==> src/psfd_pkg.sv <==
// psfd_pkg: request/result types, control bundles and constants of the flood detector
// used by every module of the block; no dependencies
`timescale 1ns / 1ps
`default_nettype none
package psfd_pkg;

    localparam int ADDR_W  = 32;
    localparam int REG_W   = 24;
    localparam int RISK_W  = 2;
    localparam int CFG_IDX_W = 2;

    localparam logic [RISK_W-1:0] RISK_LOW    = 2'd0;
    localparam logic [RISK_W-1:0] RISK_MEDIUM = 2'd1;
    localparam logic [RISK_W-1:0] RISK_HIGH   = 2'd2;

    localparam logic [CFG_IDX_W-1:0] REG_ALERT_THRESHOLD = 2'd0;
    localparam logic [CFG_IDX_W-1:0] REG_MEDIUM_LEVEL    = 2'd1;
    localparam logic [CFG_IDX_W-1:0] REG_HIGH_LEVEL      = 2'd2;

    localparam logic [REG_W-1:0] ALERT_THRESHOLD_RST = 24'd100;
    localparam logic [REG_W-1:0] MEDIUM_LEVEL_RST    = 24'd200;
    localparam logic [REG_W-1:0] HIGH_LEVEL_RST      = 24'd500;

    localparam logic MODE_PACKET     = 1'b0;
    localparam logic MODE_WINDOW_END = 1'b1;

    typedef struct packed {
        logic              mode;
        logic [ADDR_W-1:0] source_address;
    } t_req;

    typedef struct packed {
        logic              alert_valid;
        logic [ADDR_W-1:0] alert_address;
        logic [REG_W-1:0]  alert_count;
        logic [RISK_W-1:0] risk_level;
        logic              table_overflow;
        logic              last;
    } t_rsp;

    typedef struct packed {
        logic compare;
        logic apply;
        logic no_hit;
        logic shift;
    } t_cell_ctrl;

    typedef struct packed {
        logic step;
        logic flush;
        logic overflow;
    } t_rpt_ctrl;

endpackage
`default_nettype wire

==> src/psfd_cell.sv <==
// psfd_cell: one table entry (used flag, source address, packet count)
// depends on psfd_pkg; shifts toward the head of the row during the window-end scan
`timescale 1ns / 1ps
`default_nettype none
module psfd_cell
    import psfd_pkg::*;
#(
    parameter int COUNT_BITS = 24
) (
    input  wire logic                  i_clk,
    input  wire logic                  i_rst_n,
    input  wire t_cell_ctrl            i_ctrl,
    input  wire logic [ADDR_W-1:0]     i_addr,
    input  wire logic                  i_prev_used,
    input  wire logic                  i_next_used,
    input  wire logic [ADDR_W-1:0]     i_next_addr,
    input  wire logic [COUNT_BITS-1:0] i_next_count,
    output logic                       o_used,
    output logic [ADDR_W-1:0]          o_addr,
    output logic [COUNT_BITS-1:0]      o_count,
    output logic                       o_match
);

    localparam logic [COUNT_BITS-1:0] COUNT_MAX = '1;
    localparam logic [COUNT_BITS-1:0] COUNT_ONE = COUNT_BITS'(1);

    logic                  r_used, n_used;
    logic [ADDR_W-1:0]     r_addr, n_addr;
    logic [COUNT_BITS-1:0] r_count, n_count;
    logic                  r_match, n_match;

    always_comb begin
        n_used  = r_used;
        n_addr  = r_addr;
        n_count = r_count;
        n_match = r_match;
        if (i_ctrl.compare) begin
            n_match = r_used && (r_addr == i_addr);
        end
        if (i_ctrl.shift) begin
            n_used  = i_next_used;
            n_addr  = i_next_addr;
            n_count = i_next_count;
        end else if (i_ctrl.apply) begin
            if (r_match && (r_count != COUNT_MAX)) begin
                n_count = r_count + COUNT_ONE;
            end
            if (i_ctrl.no_hit && !r_used && i_prev_used) begin
                n_used  = 1'b1;
                n_addr  = i_addr;
                n_count = COUNT_ONE;
            end
        end
    end

    always_ff @(posedge i_clk) begin
        if (!i_rst_n) begin
            r_used  <= 1'b0;
            r_match <= 1'b0;
        end else begin
            r_used  <= n_used;
            r_match <= n_match;
        end
        r_addr  <= n_addr;
        r_count <= n_count;
    end

    assign o_used  = r_used;
    assign o_addr  = r_addr;
    assign o_count = r_count;
    assign o_match = r_match;

endmodule
`default_nettype wire

==> src/psfd_report.sv <==
// psfd_report: checks the head cell against the thresholds and builds the result stream
// depends on psfd_pkg; holds one pending alert so the final one can carry last
`timescale 1ns / 1ps
`default_nettype none
module psfd_report
    import psfd_pkg::*;
#(
    parameter int COUNT_BITS = 24
) (
    input  wire logic                  i_clk,
    input  wire logic                  i_rst_n,
    input  wire t_rpt_ctrl             i_ctrl,
    input  wire logic                  i_head_used,
    input  wire logic [ADDR_W-1:0]     i_head_addr,
    input  wire logic [COUNT_BITS-1:0] i_head_count,
    input  wire logic [REG_W-1:0]      i_threshold,
    input  wire logic [REG_W-1:0]      i_medium,
    input  wire logic [REG_W-1:0]      i_high,
    output logic                       o_valid,
    output t_rsp                       o_rsp
);

    localparam int CMP_W = (COUNT_BITS > REG_W) ? COUNT_BITS : REG_W;

    logic [CMP_W-1:0]  head_count;
    logic              hit;
    logic [RISK_W-1:0] risk;

    logic              r_pend_v, n_pend_v;
    logic [ADDR_W-1:0] r_pend_addr, n_pend_addr;
    logic [REG_W-1:0]  r_pend_count, n_pend_count;
    logic [RISK_W-1:0] r_pend_risk, n_pend_risk;
    logic              r_valid, n_valid;
    t_rsp              r_rsp, n_rsp;

    assign head_count = CMP_W'(i_head_count);
    assign hit = i_ctrl.step && i_head_used && (head_count > CMP_W'(i_threshold));

    always_comb begin
        if (head_count > CMP_W'(i_high)) begin
            risk = RISK_HIGH;
        end else if (head_count > CMP_W'(i_medium)) begin
            risk = RISK_MEDIUM;
        end else begin
            risk = RISK_LOW;
        end
    end

    always_comb begin
        n_pend_v     = r_pend_v;
        n_pend_addr  = r_pend_addr;
        n_pend_count = r_pend_count;
        n_pend_risk  = r_pend_risk;
        n_valid      = 1'b0;
        n_rsp        = '0;
        if (hit) begin
            if (r_pend_v) begin
                n_valid             = 1'b1;
                n_rsp.alert_valid   = 1'b1;
                n_rsp.alert_address = r_pend_addr;
                n_rsp.alert_count   = r_pend_count;
                n_rsp.risk_level    = r_pend_risk;
            end
            n_pend_v     = 1'b1;
            n_pend_addr  = i_head_addr;
            n_pend_count = head_count[REG_W-1:0];
            n_pend_risk  = risk;
        end else if (i_ctrl.flush) begin
            n_valid    = 1'b1;
            n_rsp.last = 1'b1;
            if (r_pend_v) begin
                n_rsp.alert_valid   = 1'b1;
                n_rsp.alert_address = r_pend_addr;
                n_rsp.alert_count   = r_pend_count;
                n_rsp.risk_level    = r_pend_risk;
            end
            n_pend_v = 1'b0;
        end else if (i_ctrl.overflow) begin
            n_valid              = 1'b1;
            n_rsp.table_overflow = 1'b1;
            n_rsp.last           = 1'b1;
        end
    end

    always_ff @(posedge i_clk) begin
        if (!i_rst_n) begin
            r_pend_v <= 1'b0;
            r_valid  <= 1'b0;
        end else begin
            r_pend_v <= n_pend_v;
            r_valid  <= n_valid;
        end
        r_pend_addr  <= n_pend_addr;
        r_pend_count <= n_pend_count;
        r_pend_risk  <= n_pend_risk;
        r_rsp        <= n_rsp;
    end

    assign o_valid = r_valid;
    assign o_rsp   = r_rsp;

endmodule
`default_nettype wire

==> src/per_source_flood_detector.sv <==
// per_source_flood_detector: top level, row of table cells, sequencer and result stage
// depends on psfd_pkg, psfd_cell and psfd_report
// packet request: busy in the LOOK state after accept; an overflow result is decided in LOOK
//   and registered in the result stage before it strobes. window-end request: busy in SCAN and FLUSH while
//   the row shifts out through the head cell, one entry a cycle; results strobe one at a time,
//   the final one, marked last, comes from the FLUSH state. results cannot be stalled by the receiver.
// synchronous active-low reset clears the table, returns thresholds to 100/200/500.
`timescale 1ns / 1ps
`default_nettype none
module per_source_flood_detector
    import psfd_pkg::*;
#(
    parameter int TABLE_ENTRIES = 32,
    parameter int COUNT_BITS    = 24
) (
    input  wire logic                 i_clk,
    input  wire logic                 i_rst_n,
    input  wire logic                 i_start,
    input  wire t_req                 i_req,
    output logic                      o_busy,
    output logic                      o_strobe,
    output t_rsp                      o_rsp,
    input  wire logic                 i_cfg_we,
    input  wire logic [CFG_IDX_W-1:0] i_cfg_idx,
    input  wire logic [REG_W-1:0]     i_cfg_data
);

    localparam int CNT_W = $clog2(TABLE_ENTRIES);
    localparam logic [CNT_W-1:0] CNT_LAST = CNT_W'(TABLE_ENTRIES - 1);
    localparam logic [CNT_W-1:0] CNT_ONE  = CNT_W'(1);

    localparam logic [1:0] ST_IDLE  = 2'd0;
    localparam logic [1:0] ST_LOOK  = 2'd1;
    localparam logic [1:0] ST_SCAN  = 2'd2;
    localparam logic [1:0] ST_FLUSH = 2'd3;

    logic [1:0]        r_state, n_state;
    logic [CNT_W-1:0]  r_cnt, n_cnt;
    logic [ADDR_W-1:0] r_addr;
    logic [REG_W-1:0]  r_threshold, r_medium, r_high;

    logic accept;
    logic any_hit;
    logic full;
    logic [ADDR_W-1:0] bus_addr;
    t_cell_ctrl cell_ctrl;
    t_rpt_ctrl  rpt_ctrl;

    logic [TABLE_ENTRIES:0]  used;
    logic [ADDR_W-1:0]       addr  [TABLE_ENTRIES+1];
    logic [COUNT_BITS-1:0]   count [TABLE_ENTRIES+1];
    logic [TABLE_ENTRIES-1:0] match;

    assign accept   = i_start && (r_state == ST_IDLE);
    assign o_busy   = (r_state != ST_IDLE);
    assign any_hit  = |match;
    assign full     = used[TABLE_ENTRIES-1];
    assign bus_addr = (r_state == ST_LOOK) ? r_addr : i_req.source_address;

    assign cell_ctrl.compare = accept && (i_req.mode == MODE_PACKET);
    assign cell_ctrl.apply   = (r_state == ST_LOOK);
    assign cell_ctrl.no_hit  = !any_hit;
    assign cell_ctrl.shift   = (r_state == ST_SCAN);

    assign rpt_ctrl.step     = (r_state == ST_SCAN);
    assign rpt_ctrl.flush    = (r_state == ST_FLUSH);
    assign rpt_ctrl.overflow = (r_state == ST_LOOK) && !any_hit && full;

    // empty entry shifted in behind the last cell
    assign used[TABLE_ENTRIES]  = 1'b0;
    assign addr[TABLE_ENTRIES]  = '0;
    assign count[TABLE_ENTRIES] = '0;

    genvar g;
    generate
        for (g = 0; g < TABLE_ENTRIES; g++) begin : g_cell
            logic prev_used;
            if (g == 0) begin : g_head
                assign prev_used = 1'b1;
            end else begin : g_body
                assign prev_used = used[g-1];
            end
            psfd_cell #(
                .COUNT_BITS(COUNT_BITS)
            ) u_cell (
                .i_clk        (i_clk),
                .i_rst_n      (i_rst_n),
                .i_ctrl       (cell_ctrl),
                .i_addr       (bus_addr),
                .i_prev_used  (prev_used),
                .i_next_used  (used[g+1]),
                .i_next_addr  (addr[g+1]),
                .i_next_count (count[g+1]),
                .o_used       (used[g]),
                .o_addr       (addr[g]),
                .o_count      (count[g]),
                .o_match      (match[g])
            );
        end
    endgenerate

    psfd_report #(
        .COUNT_BITS(COUNT_BITS)
    ) u_report (
        .i_clk        (i_clk),
        .i_rst_n      (i_rst_n),
        .i_ctrl       (rpt_ctrl),
        .i_head_used  (used[0]),
        .i_head_addr  (addr[0]),
        .i_head_count (count[0]),
        .i_threshold  (r_threshold),
        .i_medium     (r_medium),
        .i_high       (r_high),
        .o_valid      (o_strobe),
        .o_rsp        (o_rsp)
    );

    always_comb begin
        n_state = r_state;
        n_cnt   = r_cnt;
        case (r_state)
            ST_IDLE: begin
                if (accept) begin
                    n_cnt = '0;
                    if (i_req.mode == MODE_WINDOW_END) begin
                        n_state = ST_SCAN;
                    end else begin
                        n_state = ST_LOOK;
                    end
                end
            end
            ST_LOOK: begin
                n_state = ST_IDLE;
            end
            ST_SCAN: begin
                n_cnt = r_cnt + CNT_ONE;
                if (r_cnt == CNT_LAST) begin
                    n_state = ST_FLUSH;
                end
            end
            ST_FLUSH: begin
                n_state = ST_IDLE;
            end
            default: begin
                n_state = ST_IDLE;
            end
        endcase
    end

    always_ff @(posedge i_clk) begin
        if (!i_rst_n) begin
            r_state     <= ST_IDLE;
            r_cnt       <= '0;
            r_threshold <= ALERT_THRESHOLD_RST;
            r_medium    <= MEDIUM_LEVEL_RST;
            r_high      <= HIGH_LEVEL_RST;
        end else begin
            r_state <= n_state;
            r_cnt   <= n_cnt;
            if (i_cfg_we) begin
                case (i_cfg_idx)
                    REG_ALERT_THRESHOLD: r_threshold <= i_cfg_data;
                    REG_MEDIUM_LEVEL:    r_medium    <= i_cfg_data;
                    REG_HIGH_LEVEL:      r_high      <= i_cfg_data;
                    default: begin
                    end
                endcase
            end
        end
        if (accept) begin
            r_addr <= i_req.source_address;
        end
    end

endmodule
`default_nettype wire
==> config.mk <==
export PLATFORM = sky130hd
export DESIGN_NAME = per_source_flood_detector
export DESIGN_NICKNAME = d
export VERILOG_FILES = /design/src/psfd_pkg.sv /design/src/psfd_cell.sv /design/src/psfd_report.sv /design/src/per_source_flood_detector.sv
export SDC_FILE = /design/constraint.sdc
export NUM_CORES = 2
export LEC_CHECK = 0
export BUFFER_PORTS_ARGS = -buffer_cell sky130_fd_sc_hd__buf_2
export CORE_AREA = 5 5 480 482
export DETAILED_ROUTE_END_ITERATION = 16
export DIE_AREA = 0 0 485 487
export PLACE_DENSITY_LB_ADDON = 0.05
export SYNTH_ARGS = -nofsm -noshare
export SYNTH_HDL_FRONTEND = slang
export SYNTH_HIERARCHICAL = 1
export SYNTH_SLANG_ARGS = --single-unit
==> constraint.sdc <==
create_clock -name i_clk -period 11.7 [get_ports i_clk]
set_input_delay 1.17 -clock i_clk [delete_from_list [all_inputs] [get_ports i_clk]]
set_output_delay 1.17 -clock i_clk [all_outputs]
set_load 0.02 [all_outputs]
==> Word level (Yosys, flattened, before mapping) <==
Cells that the tools add are included.
{ "op_classes": {"add_sub_neg": 33, "mul": 0, "div_mod_pow": 0, "order_cmp": 3, "eq_ne": 72, "n_shift": 0, "mux": 331, "n_bitwise": 2, "reduce_logical": 308} }
{ "ops": {"columns": ["cell", "count"], "rows": [
  ["$mux 24", 126],
  ["$mux 32", 94],
  ["$eq 32x32->1", 32],
  ["$add 24x1->24 const B", 32],
  ["$ne 24x24->1 const B", 32],
  ["$mux 59", 3],
  ["$reduce_and 2->1", 69],
  ["$logic_and 1x1->1", 133],
  ["$mux 1", 101],
  ["$reduce_bool 3->1", 31],
  ["$gt 24x24->1", 3],
  ["$reduce_bool 2->1", 36],
  ["$logic_not 1->1", 33],
  ["$reduce_or 32->1", 1],
  ["$pmux 5 s2", 1],
  ["$mux 2", 4],
  ["$eq 2x2->1 const B", 3],
  ["$pmux 2 s3", 1],
  ["$reduce_or 2->1", 3],
  ["$add 5x1->5 const B", 1],
  ["$eq 5x5->1 const B", 1],
  ["$mux 5", 1],
  ["$eq 2x1->1 const B", 2],
  ["$logic_not 2->1", 2],
  ["other kinds (2)", 4]
]} }
{ "word_totals": {"reg_bits": 2088, "latch_bits": 0, "ram_bits": 0, "rom_bits": 0, "input_bits": 63, "memories": 0} }

==> Depth between registers and ports, before layout <==
{ "logic_depth": {"depth_word": 7, "depth_mapped": 10, "ltp_nobuf": 8} }

==> Cells and area by module <==
Netlist, hierarchy kept.
{ "modules_own_cells": {"columns": ["mod", "instances", "cells_each", "area_each_um2"], "rows": [
  ["psfd_cell", 32, 261, 3196.8],
  ["psfd_report", 1, 452, 5381.4],
  ["per_source_flood_detector", 1, 442, 4441.8]
]} }

==> Least setup slack after synthesis <==
Ideal clock, no wire load.
{ "synth_timing": {"path_type": "register -> register", "start": "register r_state[1]", "end": "register u_report.r_rsp, in the netlist u_report/o_rsp[52]", "setup_ns": 0.060, "t_arrival_ns": 7.444, "setup_slack_ns": 4.196, "stages_incl_launch_ff": 9, "path_buffers": 3, "period_less_slack_ns": 7.504, "cell_sequence": "dfxtp_1 buf_2 nor2b_1 nand2_1 a311oi_4 or2_1 buf_6 buf_8 and3_1"} }
{ "synth_lines": {"columns": ["item", "line", "source"], "rows": [
  ["start, declared", "per_source_flood_detector.sv:37", "logic [1:0] r_state, n_state;"],
  ["start signal, assigned", "per_source_flood_detector.sv:158", "r_state <= n_state;"],
  ["end signal, assigned", "psfd_report.sv:96", "r_rsp <= n_rsp;"],
  ["end, declared", "psfd_report.sv:34", "t_rsp r_rsp, n_rsp;"]
]} }

==> results.md <==
* Worst endpoint data arrival time at 5.88 ns
* Max Root-Sink Buffers at 3
* Reg area at 60600 µm²
* DPL Wire Length at 202 mm
* #FFs+latches synth at 2088
* Antenna violations before repair at 4
* Die W at 485 µm
* Crit-path slowest cell: nor4_1
* First-pass GRT wire length at 452 mm
* Unique masters post-synth at 63
* EDFF count, synth at 1882
* Crit-path max FO at 24
* Gpl congestion at 0.841
* FP Rows at 175
* Post-DR vias/cell at 5.75
* Nets@finish at 9679
* CP top delay family: simple AND/OR/NAND/NOR gates
* Unrepaired setup endpoints after global routing: no
* Seq/Total Area, Yosys at 54.1%
* Placed inst area at 117000 µm²
* H-tree depth at 4
* Post-CTS sizing at 0
* Worst Tran Pin Value at 1.41 ns
* Core ar. at 226000 µm²
* Post-synthesis async set-or-reset flop share at 0%
* Cts hold-fix bufs at 0
* Leak at 39.3 nW
* CTS tree: yes
* Power Dens Cells at 142 nW/µm²
* Met2 usage at 44.5%
* Clock tree root buffer cell: clkbuf_16
* Vias in the first global route at 74751
* Max incr delay on CP at 1.17 ns
* Hold WC Path Type: reg2reg
* Initial Util at 49.6%
* Pre-CTS setup slack at 6.35 ns
* Port Buffers at 125
* Detail Route Antenna Nets at 0
* Ys Warns at 6
* Ranking of synthesized cells by area: edfxtp_1 (50%), mux2_2 (11%), xnor2_1 (8.5%)
* Clk sinks at 2088
* MaxCap Viol Count at 0
* Syn avg cell area at 12.1 µm²
* First-pass DRT Iterations at 5
* Grt ovf at 0
* Final Setup Violations at 0
* Cells after synthesis at 9246
* Worst-path clk slew at 0.06 ns
* Total Wirelength at 295 mm
* Worst R2R Setup Slack at 6.29 ns
* Tcrit/Tclk final at 46.2%
* Final Critical Period at 5.41 ns
* Setup slack after layout at 6.29 ns
* GRT Total Usage at 24.4%
* CTS buffer count at 228
* # fillers at 19313
* Post-synthesis cell area at 112000 µm²
* CP dominant cell by count: nor2_1
* Critical Path Sink Type: register
* Cell area after layout at 125000 µm²
* Die ar. at 236000 µm²
* Worst-Skew Late Latency at 0.88 ns
* Prevailing post-synth register cell: edfxtp_1
* Post-synth top area share at 50.4%
* Startpoint Class: register
* Via count at 73156
* Status: finished, final reports clean
* Die Height at 487 µm
* CP Cell Sequence: nor4_1 -> nand4_1 -> nor2_4 -> buf_4 -> nand2_1 -> nor2_1 -> nor2_1 -> a21oi_2
* Slew Viols, Final at 0
* Synth area leader: edfxtp_1
* Largest net degree at the start of global routing at 205
* Post-CTS setup buffers at 0
* Final core utilization at 55.1%
* Fmax at 185 MHz
* DR iter-0 viols at 5085
* Maximum VDD drop at 147 µV
* CP Class: reg2reg
* GR peak layer: met2
* GRT met3 Usage at 2.66%
* TNS Setup at 0 ns
* IO Count at 126
* Layout cells sized above 1 at 20.4%
* Multi-input gate area in the final layout at 50300 µm²
* Final Total Pwr at 0.0177 W
* Clk_skew at 0.0350 ns
* Drt drc at 0
* Worst Path Required at 12.17 ns
* Endpoints failing hold at 0
* Worst path bufs/invs at 1
* Syn-to-layout area delta at 11.1%
* Rel. slew slack at 5.22%
* WL/cell at 23.2 µm
* Met1 usage at 30.0%
==> per-stage QoR <==
stage | std cells | hold WS [ns]
6_report | 12725 | 0.453
5_1_grt | 12724 | 0.445
3_3_place_gp | 12289 | 0.442
3_5_place_dp | 12289 | 0.447
4_1_cts | 12721 | 0.421
2_1_floorplan | 9302 | 0.435
==> registers in the layout, summed over array words and instances (netlist names) <==
signal / flops
g_cell.u_cell/o_count: 768
g_cell.u_cell/o_match: 32
r_threshold: 24
r_state: 2
u_report/r_pend_addr: 32
u_report/o_valid: 1
r_addr: 32
r_medium: 24
g_cell.u_cell/o_addr: 1024
g_cell.u_cell/o_used: 32
u_report/r_pend_risk: 2
r_cnt: 5
r_high: 24
u_report/r_pend_v: 1
u_report/r_pend_count: 24
u_report/o_rsp: 61
==> path summary, 6_finish.rpt <==
kind / from / end / cells after the start
setup reg to reg: g_cell[10].u_cell/o_match / g_cell[7].u_cell/o_count[10] / 8
hold reg to reg: r_threshold[7] / r_threshold[7] / 2
hold / removal: r_threshold[7] / r_threshold[7] / 2
setup / recovery: g_cell[10].u_cell/o_match / g_cell[7].u_cell/o_count[10] / 8
==> power by group <==
part | leakage [nW] | switching [W] | internal [W] | total, W
Clock | 3.73 | 0.00306 | 0.00419 | 0.00726
Sequential | 18.7 | 0.000200 | 0.00845 | 0.00865
Combinational | 16.8 | 0.00106 | 0.000781 | 0.00184
Total | 39.3 | 0.00433 | 0.0134 | 0.0177
==> worst register-to-register path: cells and delay by family (launching register included) <==
family                 cells  cell delay, ns
buffers and inverters      1            0.64
AND/OR/NAND/NOR            6            2.92
AO/OA/AOI/OAI              1            1.11
flip-flops                 1            0.33
==> Yosys cell counts, types with 6 or more instances <==
| master | count |
|---|---|
| nor2_1 | 333 |
| nor4_1 | 72 |
| xor2_1 | 640 |
| mux2_2 | 1056 |
| nand3b_1 | 34 |
| ha_1 | 106 |
| nor2b_1 | 9 |
| nor4_4 | 32 |
| dfxtp_1 | 206 |
| o21ai_0 | 524 |
| nand4_4 | 64 |
| xnor2_1 | 1088 |
| nand3_1 | 370 |
| edfxtp_1 | 1882 |
| nand4_1 | 462 |
| a21boi_1 | 31 |
| and3_1 | 95 |
| a2bb2oi_1 | 32 |
| o221a_2 | 32 |
| nand2_1 | 1212 |
| a21boi_0 | 30 |
| buf_1 | 64 |
| clkbuf_1 | 142 |
| nor3_4 | 32 |
| nor3_1 | 37 |
| o21ai_2 | 64 |
| buf_2 | 81 |
| a21oi_1 | 55 |
| o21ai_1 | 161 |
| a21o_1 | 12 |
| inv_1 | 137 |
| a22o_1 | 32 |
| buf_8 | 6 |
| and4_1 | 66 |
==> cells in the final DEF, fill, tap and decap left out, types with 66 or more instances in the layout <==
cell type,n
and3_1,95
and4_1,66
buf_2,124
buf_4,144
clkbuf_1,67
clkbuf_16,230
dfxtp_1,206
edfxtp_1,1882
ha_1,106
inv_1,137
mux2_2,1024
nand2_1,1212
nand3_1,370
nand4_1,462
nor2_1,299
nor4_1,72
o21ai_0,492
o21ai_1,193
xnor2_1,1088
xor2_1,640
==> routing by layer <==
layer	routed length, µm	up-vias
met5	0	-
met4	10100	0
met3	10000	457
met2	154000	1452
met1	121000	36720
li1	-	34527
==> cell type report <==
type	count	area share (%)
Antenna cell	4	0.00803
Clock buffer	345	5.35
Clock inverter	87	0.723
Inverter	137	0.413
Multi-Input combinational cell	6780	40.4
Sequential cell	2088	48.7
Tap cell	3009	3.02
Timing Repair Buffer	275	1.47
==> cell families (layout without fill, tap and decap cells) <==
logic type / count (synthesis) / count (layout) / share of synthesized area, %
simple gates: 2837 / 2837 / 13.7
flops: 2088 / 2088 / 54.1
xor+xnor: 1728 / 1728 / 13.5
mux: 1059 / 1059 / 10.6
compound gates: 992 / 992 / 5.26
buf+inv: 434 / 844 / 1.62
fa+ha+maj: 106 / 106 / 1.18
other cells: 2 / 62 / 0.00670
Power figures use the tool's default switching activity.
